File: config.mk
export PLATFORM = sky130hd
export DESIGN_NAME = rainbow_led_frame_encoder
export DESIGN_NICKNAME = d
export VERILOG_FILES = /design/src/hdl/rlfe_pkg.sv /design/src/hdl/rlfe_front.sv /design/src/hdl/rlfe_queue.sv /design/src/hdl/rlfe_back.sv /design/src/hdl/rainbow_led_frame_encoder.sv
export SDC_FILE = /design/constraint.sdc
export NUM_CORES = 1
export LEC_CHECK = 0
export BUFFER_PORTS_ARGS = -buffer_cell sky130_fd_sc_hd__buf_2
export CAP_MARGIN = 0
export CORE_MARGIN = 2
export CORE_UTILIZATION = 40
export CTS_CLUSTER_SIZE = 10
export DETAILED_ROUTE_END_ITERATION = 7
export PLACE_DENSITY_LB_ADDON = 0.1
export SETUP_SLACK_MARGIN = 0.05
export SYNTH_ARGS = -nofsm -noshare
export SYNTH_HDL_FRONTEND = slang
export SYNTH_SLANG_ARGS = --single-unit
File: constraint.sdc
create_clock -name clock -period 7.3 [get_ports clock]
set_clock_uncertainty 0.1 [all_clocks]
set_input_delay 0.73 -clock clock [delete_from_list [all_inputs] [get_ports clock]]
set_output_delay 0.73 -clock clock [all_outputs]
set_load 0.02 [all_outputs]
File: src/hdl/rlfe_pkg.sv
// shared types, constants and colour functions for the rainbow led frame encoder
// no dependencies
package rlfe_pkg;

   localparam int unsigned CSR_INDEX_W   = 2;
   localparam int unsigned CSR_DATA_W    = 11;
   localparam int unsigned BRIGHT_W      = 9;
   localparam int unsigned HUE_W         = 8;
   localparam int unsigned COUNT_W       = 11;
   localparam int unsigned COLOUR_W      = 8;
   localparam int unsigned WORD_W        = 3 * COLOUR_W;
   localparam int unsigned SYMBOL_W      = 8;
   localparam int unsigned BIT_COUNT_W   = $clog2(WORD_W);
   localparam int unsigned QUEUE_DEPTH   = 4;
   localparam int unsigned QUEUE_PTR_W   = $clog2(QUEUE_DEPTH);
   localparam int unsigned QUEUE_COUNT_W = QUEUE_PTR_W + 1;

   localparam logic [SYMBOL_W-1:0] SYM_ZERO    = 8'hC0;
   localparam logic [SYMBOL_W-1:0] SYM_ONE     = 8'hFC;
   localparam logic [HUE_W-1:0]    REGION_SPAN = 8'd43;
   localparam logic [COLOUR_W-1:0] FULL        = 8'hFF;
   localparam logic [BRIGHT_W-1:0] Q_ONE       = 9'd256;

   localparam logic [BRIGHT_W-1:0] BRIGHT_RESET = 9'd128;
   localparam logic [HUE_W-1:0]    SPEED_RESET  = 8'd2;
   localparam logic [HUE_W-1:0]    SPREAD_RESET = 8'd5;
   localparam logic [COUNT_W-1:0]  COUNT_RESET  = 11'd64;

   typedef enum logic [CSR_INDEX_W-1:0] {
      CSR_BRIGHTNESS = 2'd0,
      CSR_SPEED      = 2'd1,
      CSR_HUE_SPREAD = 2'd2,
      CSR_FRAME_LEDS = 2'd3
   } csr_index_type;

   typedef struct packed {
      logic [BRIGHT_W-1:0] brightness;
      logic [HUE_W-1:0]    speed;
      logic [HUE_W-1:0]    hue_spread;
      logic [COUNT_W-1:0]  frame_leds;
   } cfg_type;

   typedef struct packed {
      logic [COLOUR_W-1:0] g;
      logic [COLOUR_W-1:0] r;
      logic [COLOUR_W-1:0] b;
   } rgb_type;

   typedef struct packed {
      logic [WORD_W-1:0] word;
      logic              frame_end;
   } led_type;

   // six-region hue wheel, full saturation and value
   function automatic rgb_type hue_to_rgb(input logic [HUE_W-1:0] hue);
      logic [2:0]          region;
      logic [HUE_W-1:0]    offset;
      logic [HUE_W-1:0]    rem;
      logic [COLOUR_W-1:0] up;
      logic [COLOUR_W-1:0] down;
      rgb_type             c;
      if (hue >= 8'(5 * REGION_SPAN)) begin
         region = 3'd5;
         offset = 8'(5 * REGION_SPAN);
      end else if (hue >= 8'(4 * REGION_SPAN)) begin
         region = 3'd4;
         offset = 8'(4 * REGION_SPAN);
      end else if (hue >= 8'(3 * REGION_SPAN)) begin
         region = 3'd3;
         offset = 8'(3 * REGION_SPAN);
      end else if (hue >= 8'(2 * REGION_SPAN)) begin
         region = 3'd2;
         offset = 8'(2 * REGION_SPAN);
      end else if (hue >= REGION_SPAN) begin
         region = 3'd1;
         offset = REGION_SPAN;
      end else begin
         region = 3'd0;
         offset = 8'd0;
      end
      rem  = hue - offset;
      // times six as two shifts, remainder never exceeds 42
      up   = 8'({rem, 2'b00} + {rem, 1'b0});
      down = FULL - up;
      case (region)
         3'd0: begin
            c.r = FULL; c.g = up;   c.b = 8'd0;
         end
         3'd1: begin
            c.r = down; c.g = FULL; c.b = 8'd0;
         end
         3'd2: begin
            c.r = 8'd0; c.g = FULL; c.b = up;
         end
         3'd3: begin
            c.r = 8'd0; c.g = down; c.b = FULL;
         end
         3'd4: begin
            c.r = up;   c.g = 8'd0; c.b = FULL;
         end
         default: begin
            c.r = FULL; c.g = 8'd0; c.b = down;
         end
      endcase
      return c;
   endfunction

   // q1.8 scale, truncated
   function automatic logic [COLOUR_W-1:0] scale_channel(input logic [COLOUR_W-1:0] raw,
                                                         input logic [BRIGHT_W-1:0] k);
      logic [COLOUR_W+BRIGHT_W-1:0] prod;
      prod = {{BRIGHT_W{1'b0}}, raw} * {{COLOUR_W{1'b0}}, k};
      return prod[COLOUR_W+7:8];
   endfunction

endpackage

File: src/hdl/rlfe_front.sv
// front end: takes requests, walks the frame position and hue, and builds the
// colour word over a short pipeline; depends on rlfe_pkg
module rlfe_front import rlfe_pkg::*; #(
   parameter int unsigned MAX_LEDS = 1024
) (
   input  logic                     clock,
   input  logic                     reset,
   input  cfg_type                  cfg,
   input  logic                     req_valid,
   output logic                     req_ready,
   input  logic                     req_request,
   input  logic [QUEUE_COUNT_W-1:0] queue_count,
   output logic                     push_valid,
   output led_type                  push_data
);

   localparam int unsigned POS_W = (MAX_LEDS > 1) ? $clog2(MAX_LEDS) : 1;
   localparam int unsigned EXT_W = (POS_W + 1 > COUNT_W) ? POS_W + 1 : COUNT_W;
   localparam logic [EXT_W-1:0] MAX_EXT = EXT_W'(MAX_LEDS);

   logic [POS_W-1:0]         pos_ff, pos_in;
   logic [HUE_W-1:0]         hue_base_ff, hue_base_in;
   logic                     s1_valid_ff, s1_valid_in;
   logic [HUE_W-1:0]         s1_hue_ff;
   logic                     s1_end_ff;
   logic                     s2_valid_ff, s2_valid_in;
   rgb_type                  s2_raw_ff;
   logic                     s2_end_ff;

   logic [QUEUE_COUNT_W:0]   committed;
   logic                     accept_led;
   logic [EXT_W-1:0]         count_eff;
   logic [EXT_W-1:0]         pos_next;
   logic                     frame_end;
   logic [2*HUE_W-1:0]       step_prod;
   logic [HUE_W-1:0]         hue;
   logic [BRIGHT_W-1:0]      k;

   // credit check: queue entries plus everything still in the pipeline
   assign committed  = (QUEUE_COUNT_W+1)'(queue_count) + (QUEUE_COUNT_W+1)'(s1_valid_ff)
                     + (QUEUE_COUNT_W+1)'(s2_valid_ff);
   assign req_ready  = committed < (QUEUE_COUNT_W+1)'(QUEUE_DEPTH);
   assign accept_led = req_valid && req_ready && req_request;

   always_comb begin
      if (cfg.frame_leds == '0) begin
         count_eff = EXT_W'(1);
      end else if (EXT_W'(cfg.frame_leds) > MAX_EXT) begin
         count_eff = MAX_EXT;
      end else begin
         count_eff = EXT_W'(cfg.frame_leds);
      end
   end

   assign pos_next  = EXT_W'(pos_ff) + EXT_W'(1);
   assign frame_end = pos_next >= count_eff;
   assign step_prod = {{HUE_W{1'b0}}, HUE_W'(pos_ff)} * {{HUE_W{1'b0}}, cfg.hue_spread};
   assign hue       = hue_base_ff + step_prod[HUE_W-1:0];

   always_comb begin
      pos_in      = pos_ff;
      hue_base_in = hue_base_ff;
      if (accept_led) begin
         if (frame_end) begin
            pos_in      = '0;
            hue_base_in = hue_base_ff + cfg.speed;
         end else begin
            pos_in = pos_next[POS_W-1:0];
         end
      end
   end

   assign s1_valid_in = accept_led;
   assign s2_valid_in = s1_valid_ff;

   always_ff @(posedge clock) begin
      if (reset) begin
         pos_ff      <= '0;
         hue_base_ff <= '0;
         s1_valid_ff <= 1'b0;
         s2_valid_ff <= 1'b0;
      end else begin
         pos_ff      <= pos_in;
         hue_base_ff <= hue_base_in;
         s1_valid_ff <= s1_valid_in;
         s2_valid_ff <= s2_valid_in;
      end
   end

   always_ff @(posedge clock) begin
      s1_hue_ff <= hue;
      s1_end_ff <= frame_end;
      s2_raw_ff <= hue_to_rgb(s1_hue_ff);
      s2_end_ff <= s1_end_ff;
   end

   assign k = (cfg.brightness > Q_ONE) ? Q_ONE : cfg.brightness;

   assign push_valid          = s2_valid_ff;
   assign push_data.word      = {scale_channel(s2_raw_ff.g, k),
                                 scale_channel(s2_raw_ff.r, k),
                                 scale_channel(s2_raw_ff.b, k)};
   assign push_data.frame_end = s2_end_ff;

endmodule

File: src/hdl/rlfe_queue.sv
// short fifo of finished led words between the front and back ends
// depends on rlfe_pkg
module rlfe_queue import rlfe_pkg::*; (
   input  logic                     clock,
   input  logic                     reset,
   input  logic                     push_valid,
   input  led_type                  push_data,
   input  logic                     pop,
   output logic                     pop_valid,
   output led_type                  pop_data,
   output logic [QUEUE_COUNT_W-1:0] queue_count
);

   led_type                  entry_ff [QUEUE_DEPTH];
   logic [QUEUE_PTR_W-1:0]   wr_ptr_ff, wr_ptr_in;
   logic [QUEUE_PTR_W-1:0]   rd_ptr_ff, rd_ptr_in;
   logic [QUEUE_COUNT_W-1:0] count_ff, count_in;

   // front end credit keeps pushes off a full queue
   always_comb begin
      wr_ptr_in = push_valid ? wr_ptr_ff + 1'b1 : wr_ptr_ff;
      rd_ptr_in = pop ? rd_ptr_ff + 1'b1 : rd_ptr_ff;
      count_in  = count_ff + QUEUE_COUNT_W'(push_valid) - QUEUE_COUNT_W'(pop);
   end

   always_ff @(posedge clock) begin
      if (reset) begin
         wr_ptr_ff <= '0;
         rd_ptr_ff <= '0;
         count_ff  <= '0;
      end else begin
         wr_ptr_ff <= wr_ptr_in;
         rd_ptr_ff <= rd_ptr_in;
         count_ff  <= count_in;
      end
   end

   always_ff @(posedge clock) begin
      if (push_valid) begin
         entry_ff[wr_ptr_ff] <= push_data;
      end
   end

   assign pop_valid   = count_ff != '0;
   assign pop_data    = entry_ff[rd_ptr_ff];
   assign queue_count = count_ff;

endmodule

File: src/hdl/rlfe_back.sv
// back end: shifts each colour word out msb first, one symbol byte per bit
// depends on rlfe_pkg
module rlfe_back import rlfe_pkg::*; (
   input  logic                clock,
   input  logic                reset,
   input  logic                pop_valid,
   input  led_type             pop_data,
   output logic                pop,
   output logic                rsp_valid,
   input  logic                rsp_ready,
   output logic [SYMBOL_W-1:0] rsp_symbol_byte,
   output logic                rsp_last_of_led,
   output logic                rsp_last_of_frame
);

   localparam logic [BIT_COUNT_W-1:0] LAST_BIT = BIT_COUNT_W'(WORD_W - 1);

   logic                   active_ff, active_in;
   logic [WORD_W-1:0]      shift_ff, shift_in;
   logic [BIT_COUNT_W-1:0] bit_ff, bit_in;
   logic                   end_ff, end_in;
   logic                   sent;
   logic                   done;
   logic                   load;

   assign sent = active_ff && rsp_ready;
   assign done = sent && (bit_ff == LAST_BIT);
   // next led follows its predecessor with no gap when it is already waiting in the queue
   assign load = pop_valid && (!active_ff || done);
   assign pop  = load;

   always_comb begin
      active_in = active_ff;
      shift_in  = shift_ff;
      bit_in    = bit_ff;
      end_in    = end_ff;
      if (load) begin
         active_in = 1'b1;
         shift_in  = pop_data.word;
         bit_in    = '0;
         end_in    = pop_data.frame_end;
      end else if (done) begin
         active_in = 1'b0;
      end else if (sent) begin
         shift_in = {shift_ff[WORD_W-2:0], 1'b0};
         bit_in   = bit_ff + 1'b1;
      end
   end

   always_ff @(posedge clock) begin
      if (reset) begin
         active_ff <= 1'b0;
         bit_ff    <= '0;
      end else begin
         active_ff <= active_in;
         bit_ff    <= bit_in;
      end
   end

   always_ff @(posedge clock) begin
      shift_ff <= shift_in;
      end_ff   <= end_in;
   end

   assign rsp_valid         = active_ff;
   assign rsp_symbol_byte   = shift_ff[WORD_W-1] ? SYM_ONE : SYM_ZERO;
   assign rsp_last_of_led   = bit_ff == LAST_BIT;
   assign rsp_last_of_frame = (bit_ff == LAST_BIT) && end_ff;

endmodule

File: src/hdl/rainbow_led_frame_encoder.sv
// path of an led: front end stages s1 and s2, then the queue, then the back end shift register
// each led gives 24 symbol bytes, one per cycle while rsp_ready is high and the next led is
// waiting in the queue; the serialiser in the back end sets the sustained led rate
// up to four finished leds queue up, so requests are taken while symbols still drain
// reset (synchronous): frame position and hue base to zero, pipeline and queue empty,
// registers to brightness 128, speed 2, hue spread 5, led count 64
module rainbow_led_frame_encoder import rlfe_pkg::*; #(
   parameter int unsigned MAX_LEDS = 1024
) (
   input  logic                   clock,
   input  logic                   reset,
   input  logic                   req_valid,
   output logic                   req_ready,
   input  logic                   req_request,
   output logic                   rsp_valid,
   input  logic                   rsp_ready,
   output logic [SYMBOL_W-1:0]    rsp_symbol_byte,
   output logic                   rsp_last_of_led,
   output logic                   rsp_last_of_frame,
   input  logic                   csr_write_enable,
   input  logic [CSR_INDEX_W-1:0] csr_index,
   input  logic [CSR_DATA_W-1:0]  csr_write_data
);

   cfg_type                  cfg_ff, cfg_in;
   logic                     push_valid;
   led_type                  push_data;
   logic                     pop;
   logic                     pop_valid;
   led_type                  pop_data;
   logic [QUEUE_COUNT_W-1:0] queue_count;

   always_comb begin
      cfg_in = cfg_ff;
      if (csr_write_enable) begin
         case (csr_index_type'(csr_index))
            CSR_BRIGHTNESS: cfg_in.brightness = csr_write_data[BRIGHT_W-1:0];
            CSR_SPEED:      cfg_in.speed      = csr_write_data[HUE_W-1:0];
            CSR_HUE_SPREAD: cfg_in.hue_spread = csr_write_data[HUE_W-1:0];
            CSR_FRAME_LEDS: cfg_in.frame_leds = csr_write_data[COUNT_W-1:0];
            default:        cfg_in = cfg_ff;
         endcase
      end
   end

   always_ff @(posedge clock) begin
      if (reset) begin
         cfg_ff.brightness <= BRIGHT_RESET;
         cfg_ff.speed      <= SPEED_RESET;
         cfg_ff.hue_spread <= SPREAD_RESET;
         cfg_ff.frame_leds <= COUNT_RESET;
      end else begin
         cfg_ff <= cfg_in;
      end
   end

   rlfe_front #(
      .MAX_LEDS(MAX_LEDS)
   ) u_front (
      .clock       (clock),
      .reset       (reset),
      .cfg         (cfg_ff),
      .req_valid   (req_valid),
      .req_ready   (req_ready),
      .req_request (req_request),
      .queue_count (queue_count),
      .push_valid  (push_valid),
      .push_data   (push_data)
   );

   rlfe_queue u_queue (
      .clock       (clock),
      .reset       (reset),
      .push_valid  (push_valid),
      .push_data   (push_data),
      .pop         (pop),
      .pop_valid   (pop_valid),
      .pop_data    (pop_data),
      .queue_count (queue_count)
   );

   rlfe_back u_back (
      .clock             (clock),
      .reset             (reset),
      .pop_valid         (pop_valid),
      .pop_data          (pop_data),
      .pop               (pop),
      .rsp_valid         (rsp_valid),
      .rsp_ready         (rsp_ready),
      .rsp_symbol_byte   (rsp_symbol_byte),
      .rsp_last_of_led   (rsp_last_of_led),
      .rsp_last_of_frame (rsp_last_of_frame)
   );

endmodule

==> results of run 1 <==
[per-layer routing]
metal  vias up  part of all wire [%]
li1       5437                     -
met1      5353                    50
met2       115                    45
met3        41                   2.9
met4         0                   1.7
met5         -                     0
[flip-flops by register name, summed over array words and instances, names as in the netlist, 2 cells and up, named ones only]
signal and cells:
u_front.pos_ff 10, u_back.shift_ff 24, u_front.hue_base_ff 8, u_queue.wr_ptr_ff 2
u_queue.rd_ptr_ff 2, u_front.s2_raw_ff 24, u_back.bit_ff 5, u_queue.queue_count 3
cfg_ff 36, u_front.s1_hue_ff 8, u_queue.entry_ff 100
[cells in the mapped netlist, drive strengths merged, types with 4 or more instances]
cell type	n	area share [%]
ha	152	11
nand4	5	0.18
xnor2	55	2.8
nand2	175	3.8
nor2b	20	0.73
nand2b	4	0.15
a22oi	7	0.31
a211o	4	0.20
dfxtp	105	12
mux4	25	3.3
o21ai	35	1.0
a31oi	5	0.18
inv	224	4.9
or2	5	0.18
edfxtp	125	22
fa	142	17
a211oi	9	0.39
xor2	19	0.97
mux2	23	1.5
nor3	21	0.61
nor2	70	1.6
clkbuf	50	1.1
a21oi	70	2.1
and3	7	0.26
nand3b	8	0.35
and2	162	5.9
o21a	13	0.57
nand3	10	0.29
mux2i	17	0.99
o211ai	4	0.18
buf	14	0.53
a21o	9	0.40
[final cells by class]
class / instances / area [sq um]
clock inverter: 5 / 43.8
multi-input combinational: 1126 / 10200
clock buffer: 48 / 847
sequential: 230 / 5860
inverter: 225 / 847
timing repair buffer: 40 / 235
fill: 3988 / 23500
tap: 539 / 674
[per-stage QoR]
step	setup WS (ps)	instances
2_1_floorplan	2030	1645
3_3_place_gp	1770	2160
3_5_place_dp	1720	2160
4_1_cts	1700	2213
5_1_grt	1300	2213
6_report	1740	2213
[worst max path at each step]
| stage | slack, ps | cells after the start | end |
|---|---|---|---|
| 4_1_cts | 1700 | 17 | u_queue.entry_ff[3][24] |
| 3_3_place_gp | 1770 | 15 | u_queue.entry_ff[0][16] |
| 6_report | 1740 | 17 | u_queue.entry_ff[2][24] |
| 2_1_floorplan | 2030 | 17 | u_queue.entry_ff[0][16] |
| 5_1_grt | 1300 | 17 | u_queue.entry_ff[2][24] |
| 3_5_place_dp | 1720 | 15 | u_queue.entry_ff[0][16] |
[power by group]
part           total (uW)  internal (uW)  switching, uW
clock                1340            789            548
combinational        1170            508            661
sequential           1740           1620            117
total                4250           2920           1330
[logic make-up (layout without fill, tap and decap cells)]
family | Yosys count | in the layout | synth area share (%)
AO/OA/AOI/OAI | 183 | 183 | 6.78
XOR/XNOR | 75 | 75 | 3.92
adder cells (fa/ha/maj) | 294 | 294 | 27.7
buffers and inverters | 289 | 318 | 6.58
flip-flops | 230 | 230 | 34.2
multiplexers | 65 | 65 | 5.80
other | 2 | 4 | 0.0439
AND/OR/NAND/NOR | 505 | 505 | 15.0
[cells in the final DEF (no fill, tap or decap), drive strengths merged, types with 4 or more instances in the layout]
cell,n
dfxtp,105
clkbuf,48
nand2,175
mux2i,17
a211o,4
o21a,13
conb,4
and2,162
nor3,21
nor2,70
mux2,23
a21o,9
xor2,19
edfxtp,125
xnor2,55
fa,142
nand3b,8
a22oi,7
or2,5
a211oi,9
nand4,5
ha,152
a31oi,5
inv,226
and3,7
nand3,10
o211ai,4
nand2b,4
o21ai,35
buf,40
mux4,25
a21oi,70
nor2b,20
==> results.toml, run 1 <==
[place]
postPlaceCellArea_sq_um = 17800
gp_congestion = 0.799
io_buffers = 26
hpwl_um = 26700

[grt]
grt_overflow = 0
antenna_found_initial = 0
grt_pass1_wl_um = 59900
grt.busiest_layer = "met2"
grt_use_total_pct = 16.8
use_met3_pct = 1.78
grt_use_met2_pct = 27.0
use_met1_pct = 24.6
grt_pass1_vias = 11136
grt_max_degree = 71

[synth]
postSynthCellCount = 1643
async_reset_ff_share_pct = 0
synth_seq_cells = 230
synth-edff-count = 125
synthDistinctLibCells = 73
yosysWarnings = 0
syn_area_per_cell_sq_um = 10.4
synth-seq-area-share_pct = 34.2
syn-cell-area_sq_um = 17100
dominantRegCellSynth = "edfxtp_1"

[worst_hold_path]
holdPathStages = 0
holdPathEnd = "u_front.s2_end_ff"
hp-class = "reg2reg"
worstHoldStart = "u_front.s1_end_ff"

[final_layout]
antenna_cells = 0
fin_util_pct = 44.3
drive_above_1_share_pct = 8.78
final_area_sq_um = 18700
areaGrowthSynthToFinish_pct = 9.08
final_nets = 1965

[timing]
whs_ps = 235
worst_pin_slew_ps = 1200
period_needed_ps = 5560
slew_headroom_pct = 19.5
finalSetupViolations = 0
tns_ps = 0
hold_viol = 0
finalMaxSlewViolations = 0
min_period_over_period_pct = 76.1
max_freq_ghz = 0.180
rsz0062_at_grt = "no"

[worst_setup_path]
cp_cell_sequence = "nor2b_1 -> buf_4 -> and2_1 -> fa_1 -> ha_1 -> inv_1 -> fa_1 -> fa_1 -> inv_1 -> ha_1 -> and4_1 -> nand4_1 -> a21boi_1 -> o211ai_1 -> o21ai_0 -> a31oi_1 -> xnor2_1"
path_buf_inv = 3
reg2reg_slack_ps = 1740
slowest_delay_ps = 680
path_common_cell = "fa_1"
worst-r2r-cell-count = 17
slowest_stage = "nor2b_1"
worstPathRequired_ps = 7550
r2r_end = "u_queue.entry_ff[2][24]"
critPathLaunch = "cfg_ff[35]"
path_class = "reg2reg"
arrival_ps = 5810
crit_family = "adder cells"
cp-start-kind = "register"
cp-end-kind = "register"
worstReg2RegStart = "cfg_ff[35]"
path_max_fanout = 13

[cts]
clk_pin_slew_ps = 60
cts_sinks = 230
cts_max_level = 1
cts-root-buf = "clkbuf_16"
cts_hold_buf = 0
cts_tree = "done"
clock_latency_ps = 560
cts_resized = 0
post_cts_buffers = 0
clk_path_buf_depth = 3
cts_buffers = 29

[pwr]
cellPowerDensity_nw_per_um2 = 227
power.leakage_uw = 0.00813
finalPower_uw = 4250
ir_drop_mv = 0.190

[routing]
vias = 10946
routedWlPerCell_um = 16.4
viasPerCell = 4.95
drt_wl_total_um = 36300
drt_iter0_markers = 486
drc = 0
firstDrtPassIters = 5
ant_nets = 0

[floorplanning]
dieArea_sq_um = 44500
initial_core_util_pct = 40.6
ios = 31
rows = 75
core_sq_um = 42100
die_h_um = 211
die_w_um = 211

[run_status]
status = "finished, final reports clean"

[run]
drv_cap = 0
No activity file was read; power rests on OpenSTA's default activity.
==> run 2: changes to the inputs <==
Settings changed: ABC_AREA from default to 1.
Clock period 7.3 ns to 4.5 ns, I/O delays scaled along.
==> run 2 against run 1 <==
Compared with the run above: the flow now finishes with violations (negative setup slack); flip-flop and latch count unchanged; wire length up 25%; die area up 5.5%; global-route usage up 2.7 points; clock power up 59%; clock-buffer cell count unchanged; combinational power rose to 4.4 times the previous value; non-clock buffer count up 153; worst hold slack worse by 160 ps; register-to-register slack worse by 2000 ps; design area up 19%; critical path type unchanged; largest cell class unchanged; highest routed layer unchanged.
==> results.toml, run 2 <==
[run_status]
status = "complete, but fails checks"
violations = "negative setup slack"

[grt]
grt_pass1_vias = 14373
grt_pass1_wl_um = 74500
antenna_found_initial = 0
grt_max_degree = 52
grt_overflow = 0
grt_use_total_pct = 19.6

[routing]
firstDrtPassIters = 5
routedWlPerCell_um = 15.2
viasPerCell = 4.78
drt_iter0_markers = 776
ant_nets = 0
drc = 0
drt_wl_total_um = 45200
vias = 14228

[timing]
hold_viol = 0
layout_setup_ws_ps = -266
min_period_over_period_pct = 106
worst_pin_slew_ps = 809
rsz0062_at_grt = "yes"
slew_headroom_pct = 46.0
max_freq_ghz = 0.210
tns_ps = -16870
finalSetupViolations = 92
period_needed_ps = 4770
finalMaxSlewViolations = 0

[synth]
syn_area_per_cell_sq_um = 8.23
synth_area_leaders = "edfxtp_1, fa_1, dfxtp_1"
synth-edff-count = 125
synth_common_cells = "inv_1, nand2_1, nor2_1"
syn-cell-area_sq_um = 18100
yosysTopAreaCell = "edfxtp_1"
synth_seq_cells = 230
yosysWarnings = 0
async_reset_ff_share_pct = 0
synthDistinctLibCells = 50
synth-seq-area-share_pct = 32.4
postSynthCellCount = 2198
synth_most_common_cell = "inv_1"
synth_top_area_share_pct = 20.8
dominantRegCellSynth = "edfxtp_1"

[worst_setup_path]
r2r_end = "u_queue.entry_ff[1][6]"
cp-start-kind = "register"
path_class = "reg2reg"
reg2reg_slack_ps = -270
worst-r2r-cell-count = 21
cp-end-kind = "register"
worstPathRequired_ps = 4680
worstReg2RegStart = "cfg_ff[32]"
critPathLaunch = "cfg_ff[32]"
slowest_stage = "fa_1"
path_max_fanout = 5
cp_cell_sequence = "nor4_4 -> a31oi_1 -> inv_2 -> buf_6 -> nand2_8 -> buf_6 -> nor2_4 -> fa_1 -> fa_1 -> fa_1 -> inv_2 -> fa_1 -> inv_2 -> ha_4 -> a21oi_4 -> o21ai_1 -> a21o_2 -> nand2_2 -> nand2_1 -> nand2_1 -> nand2_2"
endpoint = "u_queue.entry_ff[1][6]"
arrival_ps = 4940
path_common_cell = "fa_1"
slowest_delay_ps = 560

[final_layout]
final_cell_mix = "inv_1, nand2_1, nor2_1"
final_nets = 2676
areaGrowthSynthToFinish_pct = 22.6
regMostFlops = "u_queue.entry_ff"
largest_reg_flops = 100
antenna_cells = 0
drive_above_1_share_pct = 21.0
top_regs = "u_queue.entry_ff (100), cfg_ff (36)"
final_common_cell = "inv_1"

[cts]
cts_tree = "done"
clock_latency_ps = 550
clk_path_buf_depth = 3
cts_max_level = 1
clk_pin_slew_ps = 50
cts-root-buf = "clkbuf_16"
cts_hold_buf = 0
cts_buffers = 28
cts_sinks = 230

[place]
gp_congestion = 0.842
hpwl_um = 34400
io_buffers = 26

[floorplanning]
dieArea_sq_um = 46900
rows = 77
ios = 31
initial_core_util_pct = 40.7
core_sq_um = 44400
die_w_um = 217
die_h_um = 217

[run]
drv_cap = 0

[worst_hold_path]
hp-class = "in2reg"

[pwr]
cellPowerDensity_nw_per_um2 = 460
finalPower_uw = 10200
ir_drop_mv = 0.359
power.leakage_uw = 0.0107
==> run 2: cell types whose count changed after synthesis, moves of 19 or more <==
| cell | before | now |
|---|---|---|
| nor2b_1 | 20 | 1 |
| inv_1 | 223 | 403 |
| a31oi_1 | 5 | 27 |
| o21ai_0 | 27 | 110 |
| nor2_1 | 68 | 356 |
| mux2_2 | 23 | 0 |
| nand3_1 | 10 | 68 |
| clkbuf_1 | 50 | 29 |
| mux4_2 | 25 | 0 |
| xnor2_1 | 55 | 18 |
| nand2_1 | 175 | 380 |
| and2_1 | 162 | 0 |
==> run 2: per-layer routing <==
layer | vias up | share of wire, % | global-route usage, %
met5 | - | 0 | 0
met4 | 0 | 1.4 | 3.01
met3 | 42 | 3.4 | 2.18
met2 | 197 | 47 | 32.9
met1 | 6763 | 49 | 27.6
li1 | 7226 | - | -
==> run 2: repair_timing <==
| item | 4_1_cts | 5_1_grt |
|---|---|---|
| resized for setup | 192 | 66 |
| cloned | 3 | 0 |
| pin swaps | 133 | 79 |
| buffers inserted | 13 | 13 |
| setup endpoints to repair | 96 | 96 |
==> run 2: how the worst min path moves through the flow <==
| stage | depth (start not counted) | to | startpoint |
|---|---|---|---|
| final | 3 | cfg_ff[8] | csr_write_data[8] |
| after global routing | 3 | cfg_ff[8] | csr_write_data[8] |
| after CTS | 3 | cfg_ff[8] | csr_write_data[8] |
| after detailed placement | 0 | u_front.s2_end_ff | u_front.s1_end_ff |
| after global placement | 0 | u_front.s2_end_ff | u_front.s1_end_ff |
| after floorplan | 0 | u_front.s2_end_ff | u_front.s1_end_ff |
==> run 2: cell families after synthesis <==
logic type	count (synthesis)	synth area share [%]
AOI/OAI and AO/OA	270	8.34
adders and majority gates	294	26.2
and+or+nand+nor	867	19.8
other	2	0.0415
xor gates and xnor gates	56	2.80
DFF	230	32.4
buffers and inverters	479	10.4
==> run 2: cell type report <==
cell class	instances	area, sq um
clock buffers	48	827
repair buffers	193	1550
inverters	417	1590
well taps	592	741
fillers	4223	22200
multi-input cells	1493	11600
flip-flops and latches	230	5870
clock inverters	2	36.3
==> run 2: worst max-delay path: cells and delay by family, from the launching register on <==
| family | cells | cell delay, ps |
|---|---|---|
| adder cells (fa/ha/maj) | 5 | 2210 |
| buffers and inverters | 5 | 530 |
| AND/OR/NAND/NOR | 7 | 720 |
| flip-flops | 1 | 330 |
| AO/OA/AOI/OAI | 4 | 620 |
==> run 2: metrics by stage <==
step	util, %	cell area, sq um	hold WS (ps)	instances	setup slack, ps
floorplan	-	18400	210	2200	-82.6
global route	49.9	22200	86.2	2975	-453
detailed placement	45.2	20100	216	2898	-485
CTS	49.1	21800	57.9	2963	-236
finish	49.9	22200	79.3	2975	-266
global placement	45.2	20100	215	2898	-476
==> run 2: power breakdown <==
part           total [uW]  leakage [uW]  internal (uW)  switching, uW
sequential           2950       0.00203           2780            170
combinational        5110       0.00824           2020           3090
clock                2130      0.000416           1290            843
